$ cat src/rtl/core/graph_edge_store_bellman_ford_unit_defines.svh
// Assertion macros for the graph edge store unit.
`ifndef GRAPH_EDGE_STORE_BELLMAN_FORD_UNIT_DEFINES_SVH
`define GRAPH_EDGE_STORE_BELLMAN_FORD_UNIT_DEFINES_SVH

// Same-cycle implication, disabled in reset.
`define GESBF_ASSERT_IMP(lbl, clk, rst_n, ante, cons, msg) \
    lbl: assert property (@(posedge clk) disable iff (!rst_n) (ante) |-> (cons)) \
        else $error(msg);

// Next-cycle implication, disabled in reset.
`define GESBF_ASSERT_NXT(lbl, clk, rst_n, ante, cons, msg) \
    lbl: assert property (@(posedge clk) disable iff (!rst_n) (ante) |=> (cons)) \
        else $error(msg);

`endif

$ cat src/rtl/core/gesbf_pkg.sv
// Package: sizes, codes, command/status types and helpers of the graph edge store.
`default_nettype none
package gesbf_pkg;

    localparam int NUM_VERTICES = 32;
    localparam int MAX_EDGES    = 256;
    localparam int WEIGHT_BITS  = 16;

    localparam int MAX_OUT   = 32;
    localparam int TRACE_LIM = (NUM_VERTICES - 1 < MAX_OUT) ? NUM_VERTICES - 1 : MAX_OUT;

    // fixed field widths
    localparam int REQ_W   = 3;
    localparam int IVID_W  = 5;
    localparam int IW_W    = 16;
    localparam int ST_W    = 3;
    localparam int OVID_W  = 5;
    localparam int DIST_W  = 24;

    // internal widths
    localparam int VID_W   = $clog2(NUM_VERTICES);
    localparam int EIDX_W  = $clog2(MAX_EDGES);
    localparam int ECNT_W  = $clog2(MAX_EDGES + 1);
    localparam int SP_W    = $clog2(NUM_VERTICES + 1);
    localparam int KCNT_W  = $clog2(MAX_OUT + 1);
    localparam int TB_W    = $clog2(MAX_OUT);
    localparam int SUM_W   = ((DIST_W > WEIGHT_BITS) ? DIST_W : WEIGHT_BITS) + 2;

    localparam logic signed [DIST_W-1:0] DIST_MAX = {1'b0, {(DIST_W-1){1'b1}}};
    localparam logic signed [DIST_W-1:0] DIST_MIN = {1'b1, {(DIST_W-1){1'b0}}};

    typedef enum logic [REQ_W-1:0] {
        RQ_ADD_VTX  = 3'd0,
        RQ_REM_VTX  = 3'd1,
        RQ_ADD_EDGE = 3'd2,
        RQ_REM_EDGE = 3'd3,
        RQ_HAS_EDGE = 3'd4,
        RQ_PATH     = 3'd5,
        RQ_WALK     = 3'd6,
        RQ_CLEAR    = 3'd7
    } req_t;

    typedef enum logic [ST_W-1:0] {
        ST_OK        = 3'd0,
        ST_NOT_FOUND = 3'd1,
        ST_FULL      = 3'd2,
        ST_NO_PATH   = 3'd3,
        ST_CUT       = 3'd4
    } st_t;

    typedef struct packed {
        logic [VID_W-1:0]              src;
        logic [VID_W-1:0]              dst;
        logic signed [WEIGHT_BITS-1:0] w;
    } edge_t;

    // datapath micro-operations
    typedef enum logic [4:0] {
        DP_NOP, DP_LATCH, DP_ADD_VTX, DP_RV_START, DP_SCAN_RD, DP_RV_KEEP, DP_RV_DONE,
        DP_APPEND, DP_E_CLR, DP_E_INC, DP_SH_RD, DP_SH_WR, DP_CNT_DEC, DP_CLEAR,
        DP_BF_INIT, DP_PASS_INC, DP_DIST_RD, DP_RELAX, DP_TR_INIT, DP_TR_RD, DP_TR_PUSH,
        DP_TR_CUT, DP_PO_INIT, DP_PO_EMIT, DP_EMIT_ST, DP_WK_INIT, DP_WK_TOP, DP_WK_POP,
        DP_WK_EMIT, DP_WK_FIN
    } dp_op_t;

    typedef struct packed {
        dp_op_t op;
        st_t    st;
    } cmd_t;

    typedef struct packed {
        logic slot_free;
        req_t req;
        logic a_ok;
        logic b_ok;
        logic pres_a;
        logic pres_b;
        logic full;
        logic scan_end;
        logic sh_end;
        logic match;
        logic pass_end;
        logic src_reached;
        logic tr_none;
        logic tr_home;
        logic tr_stop;
        logic j_zero;
        logic wk_stop;
        logic wk_found;
    } stat_t;

    typedef enum logic [4:0] {
        CS_IDLE, CS_DISPATCH, CS_STATUS, CS_RV_RD, CS_RV_EV, CS_FE_RD, CS_FE_EV,
        CS_SH_RD, CS_SH_EV, CS_BF_PASS, CS_BF_RD, CS_BF_EV1, CS_BF_EV2, CS_TR_CHK,
        CS_TR_STEP, CS_TR_EV, CS_PO, CS_WK_TOP, CS_WK_RD, CS_WK_EV, CS_WK_EMIT, CS_WK_FIN
    } ctrl_state_t;

    // wrap an input weight to a signed WEIGHT_BITS value
    function automatic logic signed [WEIGHT_BITS-1:0] wrap_weight(
        input logic signed [IW_W-1:0] raw
    );
        logic signed [31:0] x;
        x = 32'(raw);
        return x[WEIGHT_BITS-1:0];
    endfunction

    // clamp a wide sum into the distance range
    function automatic logic signed [DIST_W-1:0] sat_dist(input logic signed [SUM_W-1:0] x);
        if (x > SUM_W'(DIST_MAX))
            return DIST_MAX;
        else if (x < SUM_W'(DIST_MIN))
            return DIST_MIN;
        else
            return x[DIST_W-1:0];
    endfunction

endpackage
`default_nettype wire

$ cat src/rtl/core/gesbf_ctrl.sv
// Controller state machine: sequences each request through datapath micro-operations.
`default_nettype none
module gesbf_ctrl (
    input  logic            clk,
    input  logic            rst_n,
    input  logic            in_valid,
    output logic            in_ready,
    input  gesbf_pkg::stat_t stat,
    output gesbf_pkg::cmd_t  cmd
);
    import gesbf_pkg::*;

    ctrl_state_t state_reg, state_next;
    st_t         st_reg, st_next;

    // state and pending status code
    always_ff @(posedge clk or negedge rst_n)
    begin
        if (!rst_n)
        begin
            state_reg <= CS_IDLE;
            st_reg    <= ST_OK;
        end
        else
        begin
            state_reg <= state_next;
            st_reg    <= st_next;
        end
    end

    // next state and commands
    always_comb
    begin
        state_next = state_reg;
        st_next    = st_reg;
        cmd.op     = DP_NOP;
        cmd.st     = st_reg;
        in_ready   = 1'b0;
        case (state_reg)
            CS_IDLE:
            begin
                in_ready = 1'b1;
                if (in_valid)
                begin
                    cmd.op     = DP_LATCH;
                    state_next = CS_DISPATCH;
                end
            end
            CS_DISPATCH:
            begin
                state_next = CS_STATUS;
                st_next    = ST_NOT_FOUND;
                case (stat.req)
                    RQ_ADD_VTX:
                    begin
                        if (stat.a_ok)
                        begin
                            cmd.op  = DP_ADD_VTX;
                            st_next = ST_OK;
                        end
                    end
                    RQ_REM_VTX:
                    begin
                        if (stat.a_ok && stat.pres_a)
                        begin
                            cmd.op     = DP_RV_START;
                            state_next = CS_RV_RD;
                        end
                    end
                    RQ_ADD_EDGE:
                    begin
                        if (stat.a_ok && stat.b_ok)
                        begin
                            if (stat.full)
                                st_next = ST_FULL;
                            else
                            begin
                                cmd.op  = DP_APPEND;
                                st_next = ST_OK;
                            end
                        end
                    end
                    RQ_REM_EDGE, RQ_HAS_EDGE:
                    begin
                        if (stat.a_ok && stat.b_ok && stat.pres_a && stat.pres_b)
                        begin
                            cmd.op     = DP_E_CLR;
                            state_next = CS_FE_RD;
                        end
                    end
                    RQ_PATH:
                    begin
                        if (stat.a_ok && stat.b_ok)
                        begin
                            cmd.op     = DP_BF_INIT;
                            state_next = CS_BF_PASS;
                        end
                    end
                    RQ_WALK:
                    begin
                        if (stat.a_ok)
                        begin
                            cmd.op     = DP_WK_INIT;
                            state_next = CS_WK_TOP;
                        end
                    end
                    default:
                    begin
                        cmd.op  = DP_CLEAR;
                        st_next = ST_OK;
                    end
                endcase
            end
            CS_STATUS:
            begin
                if (stat.slot_free)
                begin
                    cmd.op     = DP_EMIT_ST;
                    state_next = CS_IDLE;
                end
            end
            // vertex removal: compact the table
            CS_RV_RD:
            begin
                if (stat.scan_end)
                begin
                    cmd.op     = DP_RV_DONE;
                    st_next    = ST_OK;
                    state_next = CS_STATUS;
                end
                else
                begin
                    cmd.op     = DP_SCAN_RD;
                    state_next = CS_RV_EV;
                end
            end
            CS_RV_EV:
            begin
                cmd.op     = DP_RV_KEEP;
                state_next = CS_RV_RD;
            end
            // edge search
            CS_FE_RD:
            begin
                if (stat.scan_end)
                begin
                    st_next    = ST_NOT_FOUND;
                    state_next = CS_STATUS;
                end
                else
                begin
                    cmd.op     = DP_SCAN_RD;
                    state_next = CS_FE_EV;
                end
            end
            CS_FE_EV:
            begin
                if (stat.match)
                begin
                    if (stat.req == RQ_HAS_EDGE)
                    begin
                        st_next    = ST_OK;
                        state_next = CS_STATUS;
                    end
                    else
                        state_next = CS_SH_RD;
                end
                else
                begin
                    cmd.op     = DP_E_INC;
                    state_next = CS_FE_RD;
                end
            end
            // close the gap after a removed edge
            CS_SH_RD:
            begin
                if (stat.sh_end)
                begin
                    cmd.op     = DP_CNT_DEC;
                    st_next    = ST_OK;
                    state_next = CS_STATUS;
                end
                else
                begin
                    cmd.op     = DP_SH_RD;
                    state_next = CS_SH_EV;
                end
            end
            CS_SH_EV:
            begin
                cmd.op     = DP_SH_WR;
                state_next = CS_SH_RD;
            end
            // relaxation passes
            CS_BF_PASS:
            begin
                if (stat.pass_end)
                    state_next = CS_TR_CHK;
                else
                begin
                    cmd.op     = DP_E_CLR;
                    state_next = CS_BF_RD;
                end
            end
            CS_BF_RD:
            begin
                if (stat.scan_end)
                begin
                    cmd.op     = DP_PASS_INC;
                    state_next = CS_BF_PASS;
                end
                else
                begin
                    cmd.op     = DP_SCAN_RD;
                    state_next = CS_BF_EV1;
                end
            end
            CS_BF_EV1:
            begin
                if (stat.src_reached)
                begin
                    cmd.op     = DP_DIST_RD;
                    state_next = CS_BF_EV2;
                end
                else
                begin
                    cmd.op     = DP_E_INC;
                    state_next = CS_BF_RD;
                end
            end
            CS_BF_EV2:
            begin
                cmd.op     = DP_RELAX;
                state_next = CS_BF_RD;
            end
            // parent chain trace
            CS_TR_CHK:
            begin
                if (stat.tr_none)
                begin
                    st_next    = ST_NO_PATH;
                    state_next = CS_STATUS;
                end
                else
                begin
                    cmd.op     = DP_TR_INIT;
                    state_next = CS_TR_STEP;
                end
            end
            CS_TR_STEP:
            begin
                if (stat.tr_home)
                begin
                    cmd.op     = DP_PO_INIT;
                    state_next = CS_PO;
                end
                else if (stat.tr_stop)
                begin
                    cmd.op     = DP_TR_CUT;
                    state_next = CS_PO;
                end
                else
                begin
                    cmd.op     = DP_TR_RD;
                    state_next = CS_TR_EV;
                end
            end
            CS_TR_EV:
            begin
                cmd.op     = DP_TR_PUSH;
                state_next = CS_TR_STEP;
            end
            CS_PO:
            begin
                if (stat.slot_free)
                begin
                    cmd.op = DP_PO_EMIT;
                    if (stat.j_zero)
                        state_next = CS_IDLE;
                end
            end
            // depth-first walk
            CS_WK_TOP:
            begin
                if (stat.wk_stop)
                    state_next = CS_WK_FIN;
                else
                begin
                    cmd.op     = DP_WK_TOP;
                    state_next = CS_WK_RD;
                end
            end
            CS_WK_RD:
            begin
                if (stat.scan_end)
                begin
                    cmd.op     = DP_WK_POP;
                    state_next = CS_WK_TOP;
                end
                else
                begin
                    cmd.op     = DP_SCAN_RD;
                    state_next = CS_WK_EV;
                end
            end
            CS_WK_EV:
            begin
                if (stat.wk_found)
                    state_next = CS_WK_EMIT;
                else
                begin
                    cmd.op     = DP_E_INC;
                    state_next = CS_WK_RD;
                end
            end
            CS_WK_EMIT:
            begin
                if (stat.slot_free)
                begin
                    cmd.op     = DP_WK_EMIT;
                    state_next = CS_WK_TOP;
                end
            end
            CS_WK_FIN:
            begin
                if (stat.slot_free)
                begin
                    cmd.op     = DP_WK_FIN;
                    state_next = CS_IDLE;
                end
            end
            default:
                state_next = CS_IDLE;
        endcase
    end

endmodule
`default_nettype wire

$ cat config.mk
export PLATFORM = sky130hd
export DESIGN_NAME = gesbf_ctrl
export DESIGN_NICKNAME = d
export VERILOG_FILES = /design/src/rtl/core/graph_edge_store_bellman_ford_unit_defines.svh /design/src/rtl/core/gesbf_pkg.sv /design/src/rtl/core/gesbf_ctrl.sv
export SDC_FILE = /design/constraint.sdc
export NUM_CORES = 1
export LEC_CHECK = 0
export BUFFER_PORTS_ARGS = -buffer_cell sky130_fd_sc_hd__buf_2
export CAP_MARGIN = 20
export CORE_AREA = 5 5 64 66
export CTS_CLUSTER_SIZE = 40
export DETAILED_ROUTE_END_ITERATION = 16
export DIE_AREA = 0 0 69 71
export GPL_TIMING_DRIVEN = 0
export PLACE_DENSITY = 0.66
export SLEW_MARGIN = 20
export SYNTH_ARGS = -nofsm -noshare
export SYNTH_HDL_FRONTEND = slang
export SYNTH_SLANG_ARGS = --single-unit
$ cat constraint.sdc
create_clock -name clk -period 3.45 [get_ports clk]
set_input_delay 0.345 -clock clk [delete_from_list [all_inputs] [get_ports clk]]
set_output_delay 0.345 -clock clk [all_outputs]
set_load 0.01 [all_outputs]
==> flow_metrics.py, run 1 <==
metrics = {
    "timing": {
        "slew-limit-headroom_pct": 57.20,
        "fmax_ghz": 0.3867,
        "setup_tns_ps": 0,
        "skew_ps": 1.930,
        "setup_viol": 0,
        "worstMarginPinSlew_ps": 637.1,
        "timing.hold.ws_ps": 430.3,
        "post-route-period-util_pct": 74.96,
        "rsz0062_at_grt": "no",
        "hold_violations": 0,
        "maxSlewViolCount": 0,
        "min_period_ps": 2586,
    },
    "yosys": {
        "synth-seq-area-share_pct": 11.90,
        "ys_seq_elements": 7,
        "yosysTopAreaCell": "dfrtp_1",
        "synth_cell_types": 63,
        "synth_common_cells": "nor2_1 (25), nand2_1 (24), a21oi_1 (17)",
        "synthCells": 222,
        "synth.most_common_cell": "nor2_1",
        "synthTopCellsByArea": "dfrtp_1 (12%), nor2_1 (6.4%), nand2_1 (6.1%)",
        "synth_edf_count": 0,
        "yosys.area.top_type_share_pct": 11.90,
        "synth_nets": 245,
        "synth_flop_cell": "dfrtp_1",
        "synthesis.area_mm2": 0.001471,
        "yosys_warnings": 0,
        "syn_area_per_cell_um2": 6.628,
        "ys_async_sr_fraction_pct": 100.0,
    },
    "route": {
        "vias_per_cell": 6.059,
        "drt-total-wl_um": 4959,
        "vias": 1836,
        "wire_per_inst_um": 16.37,
        "dr.pass1.iters": 5,
        "drtIter0Drc": 271,
        "detail-route-antenna-nets": 0,
        "post-route-drc-count": 0,
    },
    "layout": {
        "stdcell_area_mm2": 0.001708,
        "drive_gt1_share_pct": 23.14,
        "fin_cells": 303,
        "fin_nets": 279,
        "largest_reg_flops": 5,
        "fill_cells": 397,
        "fin_util_pct": 48.47,
        "antenna_cells": 0,
        "area_growth_pct": 16.07,
    },
    "setup_path": {
        "worst_path_max_delay_cell": "or3_1",
        "crit_type": "reg -> out",
        "critical-path-top-delay-family": "simple AND/OR/NAND/NOR gates",
        "rr_startpoint": "state_reg[2]",
        "crit_fanout": 10,
        "cp.arrival_ps": 2240,
        "reg2reg_depth": 5,
        "cp-start-kind": "register",
        "path_cells": "buf_6 > nor2_1 > nand3_1 > or3_1 > nand4_1 > buf_2",
        "worstPathBufferInverterCount": 2,
        "max_stage_delay_ps": 510,
        "r2r_setup_slack_ps": 1290,
        "reg2reg_to": "state_reg[0]",
        "startpoint": "state_reg[2]",
        "critPathCaptureType": "output port",
        "crit_required_ps": 3110,
    },
    "floorplan": {
        "die_h_um": 71,
        "die_x_um": 69,
        "start_util_pct": 41.76,
        "rows": 22,
        "die-area_mm2": 0.004899,
        "pin_count": 32,
        "core_mm2": 0.003523,
    },
    "cts": {
        "clock_latency_ps": 250,
        "post_cts.repair.setup_buffers": 0,
        "cts_buffers": 3,
        "hold_buffers": 1,
        "cts_tree": "yes",
        "clock-root-buffer": "clkbuf_4",
        "clockBufferDepth": 2,
        "htreeDepth": 1,
        "cts_sinks": 7,
        "post_cts_resized": 0,
        "path_clk_slew_ps": 50,
    },
    "min_path": {
        "min_to": "state_reg[2]",
        "whs_path_depth": 3,
        "min_from": "stat[6]",
        "hold_path.class": "in -> reg",
    },
    "power_and_ir_drop": {
        "ir_drop_uv": 373.0,
        "power_leakage_nw": 0.6950,
        "power_per_cell_area_mw_per_mm2": 575.1,
    },
    "status": {
        "outcome": "complete, no violations",
    },
    "place": {
        "dpl.cell_count": 298,
        "gp_congestion": 0.9741,
        "place_area_mm2": 0.001672,
        "io_buffers": 28,
        "hpwl_um": 3930,
    },
    "global_routing": {
        "grt_first_pass_wirelength_um": 8411,
        "grt_start_max_net_pins": 11,
        "grt-ovfl-total": 0,
        "first_global_vias": 1746,
        "antenna_found_initial": 0,
        "track_usage_pct": 20.24,
    },
    "job": {
        "drv_cap": 0,
    },
}
## report_power, final
part | leakage [nW] | internal [mW] | switching (mW)
sequential | 0.0897 | 0.113 | 0.0146
clock | 0.0150 | 0.0441 | 0.0295
combinational | 0.590 | 0.297 | 0.484
total | 0.695 | 0.454 | 0.528
## worst max path at each step
stage	endpoint	depth (start not counted)
after detailed placement	cmd[7]	6
after floorplan	cmd[7]	6
final	cmd[7]	6
after global placement	cmd[7]	6
after global routing	cmd[3]	8
after CTS	cmd[7]	6
## logic make-up after synthesis
logic type	synth area share (%)
AO/OA/AOI/OAI	31.63
other	0.2549
AND/OR/NAND/NOR	42.18
buffers and inverters	9.608
multiplexers	1.446
flip-flops	11.90
XOR/XNOR	2.977
## metal layers
layer	GRT usage (%)	share of wire, %	wire length, um
met4	2.820	1.1	56
met2	34.96	47	2346
met5	0	0	0
met1	26.14	43	2127
met3	4.830	8.7	429
## layout make-up
cell class / instances / area [um^2] / share of cell area [%]
timing repair buffer: 29 / 150.1 / 8.791
tap: 48 / 60.06 / 3.516
buffer: 22 / 126.4 / 7.399
clock buffer: 4 / 26.28 / 1.538
multi-input combinational: 189 / 1155 / 67.62
inverter: 4 / 15.01 / 0.8791
sequential: 7 / 175.2 / 10.26
## placed cells by master (no fill, tap or decap), types with 2 or more instances in the layout
| cell | Yosys | layout |
|---|---|---|
| or3b_2 | 2 | 2 |
| a21oi_1 | 17 | 17 |
| buf_4 | 5 | 5 |
| nand2_1 | 24 | 24 |
| nand4_1 | 6 | 6 |
| or3_1 | 4 | 4 |
| nand2b_1 | 7 | 7 |
| nor3_1 | 11 | 11 |
| xor2_1 | 3 | 3 |
| nor2_1 | 25 | 25 |
| o22a_1 | 3 | 3 |
| nor3b_1 | 2 | 2 |
| dfrtp_1 | 7 | 7 |
| a211oi_1 | 3 | 3 |
| a221oi_1 | 3 | 3 |
| or2b_1 | 2 | 2 |
| o211ai_1 | 5 | 5 |
| inv_1 | 4 | 4 |
| buf_6 | 2 | 2 |
| a32oi_1 | 2 | 2 |
| o31ai_1 | 2 | 2 |
| a311oi_1 | 2 | 2 |
| nand3b_1 | 3 | 3 |
| o21ai_0 | 11 | 11 |
| nor4_1 | 4 | 4 |
| nand3_1 | 5 | 5 |
| buf_2 | 7 | 35 |
| clkbuf_1 | 5 | 6 |
| xnor2_1 | 2 | 2 |
| buf_1 | 2 | 2 |
| o22ai_1 | 2 | 2 |
| clkbuf_4 | 0 | 3 |
| nor2b_1 | 6 | 6 |
| a31oi_1 | 4 | 4 |
## worst min-delay path, cell delays in order
cell and delay [ps]:
buf_2 100, nand2_1 90, nand4_1 100
## through the flow
stage	setup WS, ps	total power, mW
2_1_floorplan	1567	0.6786
3_5_place_dp	1150	0.8947
3_3_place_gp	1113	0.8993
5_1_grt	663.3	1.073
6_report	863.9	0.9822
4_1_cts	877.6	0.9721
Note: power is estimated with default switching activity, not from simulation.
==> run 2, diff against run 1 <==
==> constraint.sdc (replaced) <==
create_clock -name clk -period 2.4 [get_ports clk]
set_input_delay 0.24 -clock clk [delete_from_list [all_inputs] [get_ports clk]]
set_output_delay 0.24 -clock clk [all_outputs]
set_load 0.01 [all_outputs]
==> flow_metrics.py, run 2 (same netlist as run 1, synthesis figures left out) <==
metrics = {
    "cts": {
        "path_clk_slew_ps": 50,
        "cts_tree": "yes",
        "htreeDepth": 1,
        "post_cts.repair.setup_buffers": 0,
        "cts_sinks": 7,
        "clock_latency_ps": 250,
        "clock-root-buffer": "clkbuf_4",
        "clockBufferDepth": 2,
        "cts_buffers": 3,
    },
    "global_routing": {
        "grt-ovfl-total": 0,
        "first_global_vias": 1743,
        "grt_start_max_net_pins": 11,
        "grt_first_pass_wirelength_um": 8355,
        "antenna_found_initial": 0,
        "track_usage_pct": 20.12,
    },
    "power_and_ir_drop": {
        "p_total_mw": 1.455,
        "seq_power_share_pct": 12.6,
        "power_frac_comb_pct": 80.1,
        "cellInternalPower_mw": 0.6700,
        "power_per_cell_area_mw_per_mm2": 830.8,
        "ir_drop_uv": 542.0,
        "p_sw_share_pct": 53.97,
        "p_sw_mw": 0.7854,
        "power_leakage_nw": 0.7191,
        "pwr-share-clk_pct": 7.3,
    },
    "layout": {
        "antenna_cells": 0,
        "fill_cells": 395,
        "regArea_um2": 175.2,
        "drive_gt1_share_pct": 27.45,
        "fin_nets": 279,
        "multi_input_area_mm2": 0.001190,
        "area_growth_pct": 19.05,
        "layout_common_cells": "buf_2 (35), nand2_1 (24), nor2_1 (23), a21oi_1 (17), o21ai_0 (11)",
        "largest_reg_flops": 5,
        "final_common_cell": "buf_2",
        "stdcell_area_mm2": 0.001752,
        "fin_cells": 303,
        "fin_util_pct": 49.72,
    },
    "setup_path": {
        "crit_fanout": 10,
        "crit_required_ps": 2160,
        "rr_startpoint": "state_reg[2]",
        "crit_type": "reg -> out",
        "cp.arrival_ps": 2070,
        "path_cells": "buf_6 > nor2b_1 > nand2_1 > o32ai_2 > a211oi_2 > o211ai_1 > buf_2",
        "cp-start-kind": "register",
        "startpoint": "state_reg[2]",
        "critPathCaptureType": "output port",
        "max_stage_delay_ps": 440,
        "worst_path_max_delay_cell": "dfrtp_1",
    },
    "place": {
        "dpl.cell_count": 298,
        "place_area_mm2": 0.001672,
        "hpwl_um": 3930,
        "io_buffers": 28,
        "gp_congestion": 0.9741,
        "dp_slack_ps": 205.2,
    },
    "timing": {
        "rsz0062_at_grt": "no",
        "worstMarginPinSlew_ps": 657.2,
        "setup_slack_ps": 88.01,
        "maxSlewViolCount": 0,
        "setup_viol": 0,
        "fmax_ghz": 0.4325,
        "skew_ps": 2.027,
        "post-route-period-util_pct": 96.33,
        "min_period_ps": 2312,
        "timing.hold.ws_ps": 343.4,
        "hold_violations": 0,
        "slew-limit-headroom_pct": 55.85,
        "setup_tns_ps": 0,
    },
    "floorplan": {
        "core_mm2": 0.003523,
        "die_x_um": 69,
        "start_util_pct": 41.76,
        "die-area_mm2": 0.004899,
        "die_h_um": 71,
        "rows": 22,
        "pin_count": 32,
    },
    "route": {
        "drt-total-wl_um": 5006,
        "vias": 1872,
        "drtIter0Drc": 255,
        "dr.pass1.iters": 5,
        "post-route-drc-count": 0,
        "vias_per_cell": 6.178,
        "wire_per_inst_um": 16.52,
        "detail-route-antenna-nets": 0,
    },
    "job": {
        "drv_cap": 0,
    },
    "status": {
        "outcome": "complete, no violations",
    },
    "min_path": {
        "min_from": "stat[6]",
        "hold_path.class": "in -> reg",
    },
}
-- run 2: per-layer routing --
| layer | GRT usage [%] | part of all wire (%) |
|---|---|---|
| met1 | 25.97 | 42 |
| met2 | 35.17 | 47 |
| met3 | 4.261 | 10 |
| met4 | 2.820 | 1.3 |
| met5 | 0 | 0 |
-- run 2: final cells by class --
class / instances / area share, %
multi-input cells: 189 / 67.93
flip-flops and latches: 7 / 10.00
repair buffers: 29 / 8.571
plain buffers: 22 / 7.714
well taps: 48 / 3.429
clock buffers: 4 / 1.500
inverters: 4 / 0.8571
-- run 2: critical path: cells and delay by family, from the launching register on --
family                 cells  cell delay [ps]
AOI/OAI and AO/OA          3              590
buffers and inverters      2              330
DFF                        1              440
and+or+nand+nor            2              450
-- run 2: path summary, 6_finish.rpt --
kind,to,slack [ps],cells past startpoint
max in group asynchronous,st_reg[0],1890,2
worst min-delay path,state_reg[2],340,3
worst max register to register,state_reg[0],210,6
worst min register to register,st_reg[0],500,1
min in group asynchronous,state_reg[2],360,2
worst max-delay path,cmd[3],90,7
-- run 2: power by group through the flow --
stage | Sequential [mW] | Combinational [mW] | Clock [mW]
floorplan | 0.191 | 0.784 | 0
global placement | 0.185 | 1.11 | 0
detailed placement | 0.186 | 1.10 | 0
CTS | 0.184 | 1.11 | 0.109
global route | 0.187 | 1.27 | 0.119
finish | 0.184 | 1.17 | 0.106
-- run 2: repair_timing --
action / in CTS / in global routing
endpoints found under the hold margin: 7 / 0
hold buffers: 1 / 0
setup endpoints to repair: 2 / 5
gates resized for setup: 2 / 14
==> run 3, diff against run 2 <==
--- a/config.mk
+++ b/config.mk
@@ -7,13 +7,13 @@
 export LEC_CHECK = 0
 export BUFFER_PORTS_ARGS = -buffer_cell sky130_fd_sc_hd__buf_2
 export CAP_MARGIN = 20
-export CORE_AREA = 5 5 64 66
+export CORE_AREA = 5 5 75 56
 export CTS_CLUSTER_SIZE = 40
 export DETAILED_ROUTE_END_ITERATION = 16
-export DIE_AREA = 0 0 69 71
+export DIE_AREA = 0 0 80 61
 export GPL_TIMING_DRIVEN = 0
-export PLACE_DENSITY = 0.66
-export SLEW_MARGIN = 20
+export PLACE_DENSITY = 0.67
+export SLEW_MARGIN = 5
 export SYNTH_ARGS = -nofsm -noshare
 export SYNTH_HDL_FRONTEND = slang
 export SYNTH_SLANG_ARGS = --single-unit
==> flow_metrics.py, run 3 (same netlist as run 1, synthesis figures left out) <==
metrics = {
    "status": {
        "outcome": "complete, no violations",
    },
    "layout": {
        "fill_cells": 383,
        "largest_reg_flops": 5,
        "regArea_um2": 175.2,
        "multi_input_area_mm2": 0.001190,
        "layout_common_cells": "buf_2 (35), nand2_1 (24), nor2_1 (23), a21oi_1 (17), o21ai_0 (11)",
        "fin_nets": 279,
        "drive_gt1_share_pct": 28.24,
        "final_common_cell": "buf_2",
        "fin_cells": 305,
        "antenna_cells": 0,
        "area_growth_pct": 20.32,
    },
    "global_routing": {
        "grt_first_pass_wirelength_um": 8114,
        "track_usage_pct": 21.55,
        "first_global_vias": 1614,
        "grt_start_max_net_pins": 11,
        "grt-ovfl-total": 0,
        "antenna_found_initial": 0,
    },
    "power_and_ir_drop": {
        "p_total_mw": 1.520,
        "ir_drop_uv": 610.9,
        "power_per_cell_area_mw_per_mm2": 858.7,
        "power_leakage_nw": 0.7279,
    },
    "timing": {
        "setup_slack_ps": 89.67,
        "worstMarginPinSlew_ps": 518.9,
        "setup_tns_ps": 0,
        "maxSlewViolCount": 0,
        "post-route-period-util_pct": 96.26,
        "fmax_ghz": 0.4328,
        "slew-limit-headroom_pct": 65.41,
        "rsz0062_at_grt": "no",
        "hold_violations": 0,
        "min_period_ps": 2310,
        "setup_viol": 0,
        "skew_ps": 1.625,
    },
    "setup_path": {
        "rr_startpoint": "state_reg[2]",
        "crit_path_end": "cmd[6]",
        "reg2reg_to": "state_reg[0]",
        "cp.arrival_ps": 2070,
        "cp-start-kind": "register",
        "startpoint": "state_reg[0]",
        "crit_type": "reg -> out",
        "r2r_setup_slack_ps": 230,
        "crit_fanout": 10,
        "reg2reg_depth": 6,
        "critPathCaptureType": "output port",
        "crit_required_ps": 2160,
    },
    "floorplan": {
        "rows": 18,
        "die_x_um": 80,
        "die_h_um": 61,
        "pin_count": 32,
        "start_util_pct": 42.98,
        "die-area_mm2": 0.004880,
        "core_mm2": 0.003423,
    },
    "job": {
        "drv_cap": 0,
    },
    "place": {
        "gp_congestion": 1.035,
        "dpl.cell_count": 300,
        "dp_slack_ps": 152.6,
        "io_buffers": 28,
        "hpwl_um": 4155,
    },
    "min_path": {
        "hold_path.class": "in -> async",
    },
    "route": {
        "vias_per_cell": 6.131,
        "dr.pass1.iters": 5,
        "drtIter0Drc": 256,
        "vias": 1870,
        "wire_per_inst_um": 17.12,
        "detail-route-antenna-nets": 0,
        "drt-total-wl_um": 5223,
        "post-route-drc-count": 0,
    },
    "cts": {
        "path_clk_slew_ps": 40,
        "cts_tree": "yes",
        "clock-root-buffer": "clkbuf_8",
        "clock_latency_ps": 220,
        "post_cts.repair.setup_buffers": 0,
        "clockBufferDepth": 2,
        "htreeDepth": 1,
        "cts_buffers": 3,
        "cts_sinks": 7,
    },
}
==> run 3: power breakdown <==
| part | internal, mW | leakage [nW] | switching (mW) |
|---|---|---|---|
| logic | 0.440 | 0.616 | 0.737 |
| clock network | 0.114 | 0.0228 | 0.0443 |
| registers | 0.163 | 0.0897 | 0.0220 |
==> run 3: final cells by class <==
| class | instances | share of cell area [%] |
|---|---|---|
| multi-input combinational | 189 | 67.21 |
| buffer | 22 | 7.491 |
| inverter | 4 | 0.8481 |
| timing repair buffer | 29 | 8.481 |
| tap | 50 | 3.534 |
| clock buffer | 4 | 2.544 |
| sequential | 7 | 9.894 |
==> run 3: how the worst min path moves through the flow <==
| stage | start | endpoint | cells past startpoint |
|---|---|---|---|
| 2_1_floorplan | rst_n | st_reg[0] | 0 |
| 3_3_place_gp | rst_n | state_reg[4] | 1 |
| 3_5_place_dp | rst_n | st_reg[1] | 1 |
| 4_1_cts | stat[6] | state_reg[2] | 3 |
| 5_1_grt | stat[6] | state_reg[2] | 3 |
| 6_report | rst_n | st_reg[1] | 2 |
==> run 3: timing repair <==
item / in CTS / in global routing
setup endpoints to repair: 3 / 6
endpoints found under the hold margin: 7 / 0
cloned: 0 / 0
hold buffers: 1 / 0
resized for setup: 3 / 12
==> run 3: metrics by stage <==
| step | instance area [um^2] | hold WS, ps | utilization [%] |
|---|---|---|---|
| floorplan | 1471 | -55.59 | - |
| detailed placement | 1674 | 75.32 | 48.90 |
| global route | 1770 | 385.7 | 51.72 |
| finish | 1770 | 373.8 | 51.72 |
| global placement | 1674 | 72.61 | 48.90 |
| CTS | 1743 | 356.5 | 50.91 |
==> run 3: metal layers <==
| metal | track usage, % | part of all wire [%] | vias up |
|---|---|---|---|
| met5 | 0 | 0 | - |
| met4 | 5.542 | 1.1 | 0 |
| met3 | 6.083 | 13 | 8 |
| met2 | 30.07 | 41 | 120 |
| met1 | 32.24 | 46 | 844 |
| li1 | - | - | 898 |
==> run 3: critical path: stages, from the launching register on <==
cell	delay, ps
dfrtp_1	350
buf_4	190
clkbuf_2	270
buf_4	230
nand2_1	110
a221oi_1	380
o211ai_1	150
buf_2	170
